File: src/rtl/core/luxasc_pkg.sv
// Shared types and constants for the lux reading to ASCII decimal converter.
// Depends on nothing; used by every module of the block.
package luxasc_pkg;

  localparam int unsigned BYTE_W    = 8;
  localparam int unsigned COUNT_W   = 16;
  localparam int unsigned PROD5_W   = 19;
  localparam int unsigned DIGIT_W   = 4;
  localparam int unsigned DIGIT_CNT = 5;
  localparam int unsigned POS_W     = 3;

  // floor(x / 6) == (x * DIV6_RECIP) >> DIV6_SHIFT for every x below 2**19.
  localparam int unsigned DIV6_SHIFT = 21;
  localparam logic [PROD5_W-1:0] DIV6_RECIP = 19'd349526;

  localparam logic [BYTE_W-1:0] ASCII_ZERO = 8'd48;
  localparam logic [BYTE_W-1:0] LINE_FEED  = 8'h0A;

  // Position code that selects the closing line feed.
  localparam logic [POS_W-1:0] LF_POS = POS_W'(DIGIT_CNT);

  localparam int unsigned QDEPTH = 4;
  localparam int unsigned QPTR_W = $clog2(QDEPTH);
  localparam int unsigned QCNT_W = $clog2(QDEPTH + 1);

  typedef logic [0:DIGIT_CNT-1][DIGIT_W-1:0] digits_t;

  typedef struct packed {
    digits_t          digits;
    logic [POS_W-1:0] first;
  } item_t;

endpackage

File: src/rtl/core/lux_reading_to_ascii_decimal.sv
// Top level of the lux reading to ASCII decimal converter.
// Depends on luxasc_pkg, luxasc_front, luxasc_queue and luxasc_back.
//
// Each input beat carries the two raw sensor bytes, high byte first. The
// count they form is scaled to floor(count*5/6) and sent on the output
// channel as unsigned decimal ASCII, most significant digit first, with no
// leading zeros (zero gives a single '0'), then a line feed with
// out_is_last set. A reading yields two to six output beats.
// An accepted input beat passes through six pipeline stages in the front,
// one in the queue and one in the output register before its first output
// beat goes out. The output register sends one beat per cycle while
// out_ready is high; a reading of n digits takes n+1 output beats, and
// readings may be accepted back to back while earlier ones are being sent.
// A four-entry queue parts the digit pipeline from the byte emitter; when
// the receiver holds out_ready low the output beat holds, the queue fills,
// and then in_ready drops until space frees up.
// Reset (synchronous, active low) empties the pipeline, the queue and the
// output register; the block keeps no other state.
module lux_reading_to_ascii_decimal (
  input  logic                          clk,
  input  logic                          rst_n,
  input  logic                          in_valid,
  output logic                          in_ready,
  input  logic [luxasc_pkg::BYTE_W-1:0] in_raw_high,
  input  logic [luxasc_pkg::BYTE_W-1:0] in_raw_low,
  output logic                          out_valid,
  input  logic                          out_ready,
  output logic [luxasc_pkg::BYTE_W-1:0] out_char,
  output logic                          out_is_last
);

  logic              q_push, q_ready, q_valid, q_pop;
  luxasc_pkg::item_t push_item, head_item;

  luxasc_front u_front (
    .clk        (clk),
    .rst_n      (rst_n),
    .in_valid   (in_valid),
    .in_ready   (in_ready),
    .in_raw_high(in_raw_high),
    .in_raw_low (in_raw_low),
    .q_push     (q_push),
    .q_ready    (q_ready),
    .q_item     (push_item)
  );

  luxasc_queue u_queue (
    .clk       (clk),
    .rst_n     (rst_n),
    .push      (q_push),
    .push_ready(q_ready),
    .push_item (push_item),
    .head_valid(q_valid),
    .pop       (q_pop),
    .head_item (head_item)
  );

  luxasc_back u_back (
    .clk        (clk),
    .rst_n      (rst_n),
    .q_valid    (q_valid),
    .q_item     (head_item),
    .q_pop      (q_pop),
    .out_valid  (out_valid),
    .out_ready  (out_ready),
    .out_char   (out_char),
    .out_is_last(out_is_last)
  );

`ifndef SYNTHESIS
  // The closing beat of a reading is always a line feed.
  a_last_is_lf: assert property (@(posedge clk) disable iff (!rst_n)
    out_valid && out_is_last |-> out_char == luxasc_pkg::LINE_FEED)
    else $error("last beat is not a line feed");

  // Every other beat is a decimal digit.
  a_digit_range: assert property (@(posedge clk) disable iff (!rst_n)
    out_valid && !out_is_last |->
      out_char >= luxasc_pkg::ASCII_ZERO && out_char <= luxasc_pkg::ASCII_ZERO + 8'd9)
    else $error("non-last beat is not a decimal digit");

  // A digit beat is always followed at once by the rest of its reading.
  a_no_gap: assert property (@(posedge clk) disable iff (!rst_n)
    out_valid && out_ready && !out_is_last |=> out_valid)
    else $error("gap inside a reading");

  // Nothing is offered on the output right after reset.
  a_reset_idle: assert property (@(posedge clk)
    $past(!rst_n) |-> !out_valid)
    else $error("output valid right after reset");
`endif

endmodule

File: src/rtl/core/luxasc_front.sv
// Front pipeline: joins the raw bytes, scales by 5/6 and splits the value into
// decimal digits with the leading digit position. Uses luxasc_pkg.
module luxasc_front (
  input  logic                                clk,
  input  logic                                rst_n,
  input  logic                                in_valid,
  output logic                                in_ready,
  input  logic [luxasc_pkg::BYTE_W-1:0]       in_raw_high,
  input  logic [luxasc_pkg::BYTE_W-1:0]       in_raw_low,
  output logic                                q_push,
  input  logic                                q_ready,
  output luxasc_pkg::item_t                   q_item
);

  function automatic logic [19:0] dig_split(input logic [15:0] v, input logic [15:0] p);
    logic [17:0] m;
    logic [3:0]  d;
    logic [15:0] r;
    d = '0;
    r = v;
    for (int k = 1; k < 10; k++) begin
      m = 18'(k) * {2'b00, p};
      if ({2'b00, v} >= m) begin
        d = 4'(k);
        r = 16'({2'b00, v} - m);
      end
    end
    return {d, r};
  endfunction

  logic                                  adv;
  logic [luxasc_pkg::COUNT_W-1:0]        count;
  logic [2*luxasc_pkg::PROD5_W-1:0]      prod;
  logic [19:0]                           sp3, sp4, sp5, sp6;

  logic                                  v1_r, v2_r, v3_r, v4_r, v5_r, v6_r;
  logic [luxasc_pkg::PROD5_W-1:0]        p5_r;
  logic [luxasc_pkg::COUNT_W-1:0]        val2_r;
  logic [13:0]                           rem3_r;
  logic [9:0]                            rem4_r;
  logic [6:0]                            rem5_r;
  luxasc_pkg::digits_t                   dig3_r, dig4_r, dig5_r, dig6_r;
  logic [luxasc_pkg::POS_W-1:0]          first;

  assign adv      = !v6_r || q_ready;
  assign in_ready = adv;
  assign q_push   = v6_r && q_ready;

  assign count = {in_raw_high, in_raw_low};
  assign prod  = (2*luxasc_pkg::PROD5_W)'(p5_r) *
                 (2*luxasc_pkg::PROD5_W)'(luxasc_pkg::DIV6_RECIP);

  assign sp3 = dig_split(val2_r, 16'd10000);
  assign sp4 = dig_split(16'(rem3_r), 16'd1000);
  assign sp5 = dig_split(16'(rem4_r), 16'd100);
  assign sp6 = dig_split(16'(rem5_r), 16'd10);

  always_ff @(posedge clk) begin
    if (!rst_n) begin
      v1_r <= 1'b0;
      v2_r <= 1'b0;
      v3_r <= 1'b0;
      v4_r <= 1'b0;
      v5_r <= 1'b0;
      v6_r <= 1'b0;
    end else if (adv) begin
      v1_r <= in_valid;
      v2_r <= v1_r;
      v3_r <= v2_r;
      v4_r <= v3_r;
      v5_r <= v4_r;
      v6_r <= v5_r;
    end
  end

  always_ff @(posedge clk) begin
    if (adv) begin
      p5_r   <= ({3'b000, count} << 2) + {3'b000, count};
      val2_r <= prod[luxasc_pkg::DIV6_SHIFT +: luxasc_pkg::COUNT_W];

      dig3_r <= {sp3[19:16], 16'h0000};
      rem3_r <= sp3[13:0];

      dig4_r <= {dig3_r[0], sp4[19:16], 12'h000};
      rem4_r <= sp4[9:0];

      dig5_r <= {dig4_r[0], dig4_r[1], sp5[19:16], 8'h00};
      rem5_r <= sp5[6:0];

      dig6_r <= {dig5_r[0], dig5_r[1], dig5_r[2], sp6[19:16], sp6[3:0]};
    end
  end

  always_comb begin
    first = luxasc_pkg::POS_W'(luxasc_pkg::DIGIT_CNT - 1);
    for (int i = luxasc_pkg::DIGIT_CNT - 2; i >= 0; i--) begin
      if (dig6_r[i] != '0) begin
        first = luxasc_pkg::POS_W'(i);
      end
    end
  end

  assign q_item.digits = dig6_r;
  assign q_item.first  = first;

endmodule

File: src/rtl/core/luxasc_queue.sv
// Small register queue between the digit pipeline and the byte emitter.
// Uses luxasc_pkg for the item type and depth.
module luxasc_queue (
  input  logic              clk,
  input  logic              rst_n,
  input  logic              push,
  output logic              push_ready,
  input  luxasc_pkg::item_t push_item,
  output logic              head_valid,
  input  logic              pop,
  output luxasc_pkg::item_t head_item
);

  luxasc_pkg::item_t                 mem_r [luxasc_pkg::QDEPTH];
  logic [luxasc_pkg::QPTR_W-1:0]     wr_ptr_r, rd_ptr_r;
  logic [luxasc_pkg::QCNT_W-1:0]     count_r;
  logic                              do_push, do_pop;

  assign push_ready = count_r != luxasc_pkg::QCNT_W'(luxasc_pkg::QDEPTH);
  assign head_valid = count_r != '0;
  assign head_item  = mem_r[rd_ptr_r];
  assign do_push    = push && push_ready;
  assign do_pop     = pop && head_valid;

  always_ff @(posedge clk) begin
    if (!rst_n) begin
      wr_ptr_r <= '0;
      rd_ptr_r <= '0;
      count_r  <= '0;
    end else begin
      if (do_push) begin
        wr_ptr_r <= wr_ptr_r + 1'b1;
      end
      if (do_pop) begin
        rd_ptr_r <= rd_ptr_r + 1'b1;
      end
      if (do_push && !do_pop) begin
        count_r <= count_r + 1'b1;
      end else if (do_pop && !do_push) begin
        count_r <= count_r - 1'b1;
      end
    end
  end

  always_ff @(posedge clk) begin
    if (do_push) begin
      mem_r[wr_ptr_r] <= push_item;
    end
  end

endmodule

File: src/rtl/core/luxasc_back.sv
// Byte emitter: walks the digits of the queue head and sends one ASCII beat
// per cycle, stalled by out_ready, via an output register. Uses luxasc_pkg.
module luxasc_back (
  input  logic                          clk,
  input  logic                          rst_n,
  input  logic                          q_valid,
  input  luxasc_pkg::item_t             q_item,
  output logic                          q_pop,
  output logic                          out_valid,
  input  logic                          out_ready,
  output logic [luxasc_pkg::BYTE_W-1:0] out_char,
  output logic                          out_is_last
);

  logic                                 out_valid_r;
  logic [luxasc_pkg::BYTE_W-1:0]        out_char_r;
  logic                                 out_is_last_r;
  logic                                 started_r;
  logic [luxasc_pkg::POS_W-1:0]         pos_r;

  logic                                 load;
  logic [luxasc_pkg::POS_W-1:0]         pos;
  logic                                 emit_lf;
  logic [luxasc_pkg::DIGIT_W-1:0]       digit;

  assign load    = !out_valid_r || out_ready;
  assign pos     = started_r ? pos_r : q_item.first;
  assign emit_lf = pos == luxasc_pkg::LF_POS;
  assign q_pop   = load && q_valid && emit_lf;

  always_comb begin
    digit = '0;
    if (!emit_lf) begin
      digit = q_item.digits[pos];
    end
  end

  always_ff @(posedge clk) begin
    if (!rst_n) begin
      out_valid_r <= 1'b0;
      started_r   <= 1'b0;
      pos_r       <= '0;
    end else if (load) begin
      out_valid_r <= q_valid;
      if (q_valid) begin
        started_r <= !emit_lf;
        pos_r     <= pos + 1'b1;
      end
    end
  end

  always_ff @(posedge clk) begin
    if (load && q_valid) begin
      out_char_r    <= emit_lf ? luxasc_pkg::LINE_FEED
                               : luxasc_pkg::ASCII_ZERO + {4'b0000, digit};
      out_is_last_r <= emit_lf;
    end
  end

  assign out_valid   = out_valid_r;
  assign out_char    = out_char_r;
  assign out_is_last = out_is_last_r;

endmodule
File: config.mk
export PLATFORM = sky130hd
export DESIGN_NAME = lux_reading_to_ascii_decimal
export DESIGN_NICKNAME = d
export VERILOG_FILES = /design/src/rtl/core/luxasc_pkg.sv /design/src/rtl/core/lux_reading_to_ascii_decimal.sv /design/src/rtl/core/luxasc_front.sv /design/src/rtl/core/luxasc_queue.sv /design/src/rtl/core/luxasc_back.sv
export SDC_FILE = /design/constraint.sdc
export NUM_CORES = 1
export LEC_CHECK = 0
export BUFFER_PORTS_ARGS = -buffer_cell sky130_fd_sc_hd__buf_2
export CORE_MARGIN = 2
export CORE_UTILIZATION = 40
export CTS_CLUSTER_DIAMETER = 120
export DETAILED_ROUTE_END_ITERATION = 7
export PLACE_DENSITY = 0.62
export SLEW_MARGIN = 30
export SYNTH_ARGS = -nofsm -noshare
export SYNTH_HDL_FRONTEND = slang
export SYNTH_HIERARCHICAL = 1
export SYNTH_SLANG_ARGS = --single-unit
File: constraint.sdc
create_clock -name clk -period 13.3 [get_ports clk]
set_clock_uncertainty 0.05 [all_clocks]
set_input_delay 1.33 -clock clk [delete_from_list [all_inputs] [get_ports clk]]
set_output_delay 1.33 -clock clk [all_outputs]
set_load 0.005 [all_outputs]
==> metrics.txt, run 1 <==
Port Buffer Count 28; clk_lat worst skew 560 ps; CTS tree done; total routed wirelength 40960 microns; Slowest-stage cell, CP edfxtp_1; Synth area leader edfxtp_1; hold_buf cts 0; DR DRC count 0; Design Area, Final 0.02035 sq mm; reg2reg path depth 19; flops & latches, synth 224; Post-CTS Setup Bufs 0; R2R Setup Slk 6990 ps; minimum clock period 6312 ps; Die Wd 220.5 microns; largest net degree at the start of global routing 46; status complete, no violations; Netlist cell types 99; Final Setup Violations 0; final period utilization 0.4746; CP cell instances ha_1 -> xor2_1 -> ha_1 -> a21oi_1 -> fa_1 -> inv_1 -> fa_1 -> fa_1 -> inv_1 -> fa_1 -> inv_1 -> ha_1 -> a21o_1 -> a21o_1 -> a21oi_1 -> o32ai_2 -> o41ai_2 -> o2111ai_1 -> o41a_1; first-pass GRT wire length 68410 microns; GPL Wtd Cong 0.8985; Yosys top cell area share 0.3266; max-slew violations 0; CORE AREA 0.04646 sq mm; Post-DP HPWL 30910 microns; post-synthesis sequential area ratio 0.3480; Final Hold Viols 0; layout cells sized above 1 0.08124; Crit path required time 13550 ps; fin nets 2098; Placed Instance Area 0.01936 sq mm; Post-Layout Cell Count 2355; startpoint types register; maximum root-to-sink buffer count 3; CP Max Fanout 8; n_diodes 0; Max-Cap Viols 0; Placed Cells incl. Taps 2305; DR WL/cell 17.39 microns; initial antenna violation count 0; hold depth 0; Worst Hold Launch u_front/dig5_r[9]; Async SR Flop Fraction 0; ranking of synthesized cells by area edfxtp_1, ha_1, fa_1; PnR worst setup slack 6988 ps; post-cts sizing count 0; root buffer cell clkbuf_16; Area Overhead vs Synth 8.513%; slew at the pin closest to its max-slew limit 960.1 ps; Global Route Usage Sum 0.1748; # rows 79; detailed-route via count 12804; Crit Path Class register to register; Setup crit end kind register; crit-path max cell delay 540 ps; slew margin rel. 0.3586; CTS Buf Count 27; H-tree depth 1; r2r startpoint u_front/p5_r[1]; TritonCTS Sinks 224; Die H 220.5 microns; Avg Cell Area, Syn 10.92 sq um; Clock transition at path regs 60 ps; Multi-input gate area 0.01080 sq mm; cell count after synthesis 1717; YS warnings 6; Reg area 0.006526 sq mm; vias per cell 5.437; Peak Freq 158.4 MHz; Initial Util 0.4037; Ports 31; Hold Path Class register to register; unrepaired setup endpoints after global routing no; ys flop type edfxtp_1; most used cell, CP fa_1; filler instances 4345; vias in the first global route 13082; die area 0.04863 sq mm; synthesized area 0.01875 sq mm; DRT iter0 DRCs 1052; Endpoint, Worst Hold u_front/q_item[12]; Post-synth EDFFs 204; total congestion overflow 0; Pre-antenna DRT Iters 5; antenna viol nets, final 0; WP data arrival 6560 ps; Fin Setup TNS 0 ps; Placement Setup Slack 7049 ps; RR Endpoint u_front/val2_r[10]
[state kept, by name (all words and copies together) (netlist names), 3 cells and up, named ones only]
| name | flops |
|---|---|
| u_queue/mem_r | 92 |
| u_front/rem3_r | 14 |
| u_back/pos_r | 3 |
| u_front/q_item | 19 |
| u_back/out_char | 5 |
| u_front/val2_r | 16 |
| u_front/rem4_r | 10 |
| u_front/p5_r | 19 |
| u_front/dig3_r | 3 |
| u_front/rem5_r | 7 |
| u_queue/count_r | 3 |
| u_front/dig4_r | 7 |
| u_front/dig5_r | 11 |
[Yosys cell counts, drive strengths merged, types with 8 or more instances]
| cell | count |
|---|---|
| a211oi | 14 |
| a21boi | 15 |
| a21o | 22 |
| a21oi | 85 |
| a31oi | 30 |
| and2 | 18 |
| and3 | 10 |
| buf | 25 |
| clkbuf | 31 |
| dfxtp | 20 |
| edfxtp | 204 |
| fa | 114 |
| ha | 236 |
| inv | 284 |
| mux2i | 18 |
| mux4 | 27 |
| nand2 | 97 |
| nand3 | 34 |
| nand4 | 10 |
| nor2 | 79 |
| nor2b | 16 |
| nor3 | 18 |
| o211ai | 11 |
| o21a | 14 |
| o21ai | 61 |
| o221ai | 10 |
| o31ai | 12 |
| or2 | 8 |
| or3 | 12 |
| xnor2 | 38 |
| xor2 | 17 |
[worst max-delay path: cells and delay by family (launching register included)]
kind                       cells  cell delay [ps]
adders and majority gates      7             3090
DFF                            1              540
xor gates and xnor gates       1              330
buffers and inverters          3              160
AOI/OAI and AO/OA              8             1880
[through the flow]
| step | util | hold slack [ps] |
|---|---|---|
| 2_1_floorplan | - | 350.3 |
| 3_3_place_gp | 0.4167 | 351.6 |
| 3_5_place_dp | 0.4167 | 354.5 |
| 4_1_cts | 0.4377 | 364.3 |
| 5_1_grt | 0.4381 | 368.6 |
| 6_report | 0.4381 | 362.2 |
[worst max path at each step]
stage	start	to	cells after the start
after floorplan	u_front/p5_r[2]	u_front/val2_r[10]	19
after global placement	u_front/p5_r[1]	u_front/val2_r[10]	19
after detailed placement	u_front/p5_r[1]	u_front/val2_r[10]	19
after CTS	u_front/p5_r[1]	u_front/val2_r[10]	19
after global routing	u_front/p5_r[1]	u_front/val2_r[10]	19
final	u_front/p5_r[1]	u_front/val2_r[10]	19
[kinds of logic (layout without fill, tap and decap cells)]
kind of cell | count (synthesis) | count (layout) | share of synthesized area
xor+xnor | 55 | 55 | 0.02569
buf+inv | 342 | 372 | 0.07752
mux | 47 | 47 | 0.04443
fa+ha+maj | 350 | 350 | 0.2791
simple gates | 334 | 334 | 0.08706
other cells | 2 | 3 | 0.0004004
compound gates | 363 | 363 | 0.1378
flops | 224 | 224 | 0.3480
[cell type report]
type,count,share of cell area
sequential,224,0.3207
timing repair buffer,37,0.01021
multi-input combinational,1152,0.5305
tap,607,0.03732
clock inverter,21,0.01445
clock buffer,28,0.03338
inverter,286,0.05343
[metal layers]
layer,share of wire,track usage,vias to the layer above,wire (microns)
li1,-,-,6122,-
met2,0.48,0.3001,316,19570
met4,0.026,0.04533,0,1083
met3,0.041,0.02392,75,1691
met1,0.45,0.2330,6291,18610
met5,0,0,-,0
[cells in the final DEF, fill, tap and decap left out, types with 7 or more instances in the layout]
cell       Yosys  final
a211oi_1      13     13
a21boi_0      10     10
a21o_1        21     21
a21oi_1       83     83
a31oi_1       27     27
and2_1        18     18
and3_1        10     10
buf_2         13     28
buf_4          6      9
clkbuf_16      0     27
dfxtp_1       20     20
edfxtp_1     204    204
fa_1         114    114
ha_1         236    236
inv_1        281    281
mux2i_1       18     18
mux4_2        22     22
nand2_1       95     95
nand3_1       34     34
nand4_1       10     10
nor2_1        79     79
nor2b_1       16     16
nor3_1        18     18
o211ai_1      11     11
o21a_1        14     14
o21ai_0       49     49
o21ai_1       12     12
o221ai_1      10     10
o22ai_1        7      7
o31ai_1       11     11
or3_1         11     11
xnor2_1       38     38
xor2_1        17     17
Power of run 1 is left out: the tool's default activity adds up to more than one toggle a clock period on the data nets, which glitch-free logic cannot reach.
==> inputs of run 2 (changes only) <==
==> constraint.sdc (replaced) <==
create_clock -name clk -period 5.9 [get_ports clk]
set_clock_uncertainty 0.05 [all_clocks]
set_input_delay 0.59 -clock clk [delete_from_list [all_inputs] [get_ports clk]]
set_output_delay 0.59 -clock clk [all_outputs]
set_load 0.005 [all_outputs]
==> metrics.txt, run 2 (same netlist as run 1, synthesis figures left out) <==
status complete, no violations; unrepaired setup endpoints after global routing yes; H-tree depth 1; final period utilization 0.9653; Crit Path Class register to register; largest net degree at the start of global routing 50; total congestion overflow 0; max FFs per register 92; Ports 31; vias per cell 5.380; Die Wd 220.5 microns; Post-Layout Cell Count 2388; root buffer cell clkbuf_16; Finished Core Util 0.4440; Global Route Usage Sum 0.1792; Peak Freq 175.6 MHz; R2R Setup Slk 200 ps; startpoint types register; # rows 79; CP Max Fanout 5; CORE AREA 0.04646 sq mm; slew at the pin closest to its max-slew limit 884.4 ps; detailed-route via count 12847; DR DRC count 0; Post-DP HPWL 31830 microns; Pre-antenna DRT Iters 7; fin nets 2132; CTS tree done; Final Setup Violations 0; Die H 220.5 microns; initial antenna violation count 0; maximum root-to-sink buffer count 3; minimum clock period 5695 ps; n_diodes 0; Port Buffer Count 28; layout cells sized above 1 0.1084; Initial Util 0.4037; Crit path required time 6140 ps; Placed Instance Area 0.01960 sq mm; Area Overhead vs Synth 9.987%; most frequent cells in the layout inv_1, ha_1, edfxtp_1, fa_1, nand2_1; hold_buf cts 0; clk_lat worst skew 550 ps; WP data arrival 5930 ps; first-pass GRT wire length 69540 microns; Final Hold Viols 0; Placed Cells incl. Taps 2336; DR WL/cell 17.49 microns; total routed wirelength 41780 microns; slew margin rel. 0.4092; GPL Wtd Cong 0.8950; DRT iter0 DRCs 876; Reg with most FFs u_queue/mem_r; Max-Cap Viols 0; Setup crit end kind register; CTS Buf Count 25; commonest non-fill, non-tap cell in the layout inv_1; TritonCTS Sinks 224; antenna viol nets, final 0; Design Area, Final 0.02063 sq mm; Fin Setup TNS 0 ps; Hold Path Class input pin to register; max-slew violations 0; vias in the first global route 13275; die area 0.04863 sq mm; Clock transition at path regs 60 ps
==> run 2: cell types whose count changed in the layout (fill, tap and decap cells not counted), sizes merged <==
cell      previous run  this run
bufinv               7         4
clkinvlp             2         4
buf                 37        73
inv                289       287
==> run 2: path summary, 6_finish.rpt <==
path                                         start                 end  cells after the start
worst max-delay path               u_front/p5_r[3]  u_front/val2_r[10]                     20
worst min register to register  u_front/dig5_r[11]  u_front/q_item[14]                      0
worst max register to register     u_front/p5_r[3]  u_front/val2_r[10]                     20
worst min-delay path                 in_raw_low[0]     u_front/p5_r[0]                      1
==> run 2: layout make-up <==
type,count,area (sq um)
Fill cell,4326,25830
Multi-Input combinational cell,1152,10940
Sequential cell,224,6526
Inverter,286,1087
Tap cell,607,759.5
Clock buffer,28,636.9
Timing Repair Buffer,73,475.5
Clock inverter,18,200.2
==> run 2: through the flow <==
| stage | setup WS, ps | hold WS (ps) |
|---|---|---|
| after floorplan | 155.2 | 350.3 |
| after global placement | 72.29 | 354.9 |
| after detailed placement | -24.20 | 354.5 |
| after CTS | 36.22 | 160.8 |
| after global routing | -36.82 | 164.4 |
| final | 204.8 | 187.8 |
==> run 2: repair_timing <==
item / in CTS / in global routing
pin swaps: 1 / 15
resized for setup: 2 / 20
setup endpoints to repair: 1 / 6
buffers inserted: 3 / 3
==> run 2: worst max-delay path, cell delays in order (launching register included) <==
cell and delay [ps]:
edfxtp_1 530, ha_2 260, xor2_1 170, ha_1 280, inv_1 50, fa_1 530, inv_1 50, fa_1 460
fa_1 530, inv_1 60, fa_1 530, inv_1 70, ha_4 240, a21o_1 170, a21o_1 190, a21oi_2 180
o32ai_2 120, o41ai_2 210, buf_4 190, o2111ai_4 140, o41a_1 430
==> run 2: routing by layer <==
metal | track usage | vias up | wire length, microns
met5 | 0 | - | 0
met4 | 0.03756 | 0 | 877
met3 | 0.02268 | 55 | 1640
met2 | 0.3127 | 285 | 20290
met1 | 0.2391 | 6321 | 18970
li1 | - | 6186 | -
Power of run 2 is left out for the same reason.
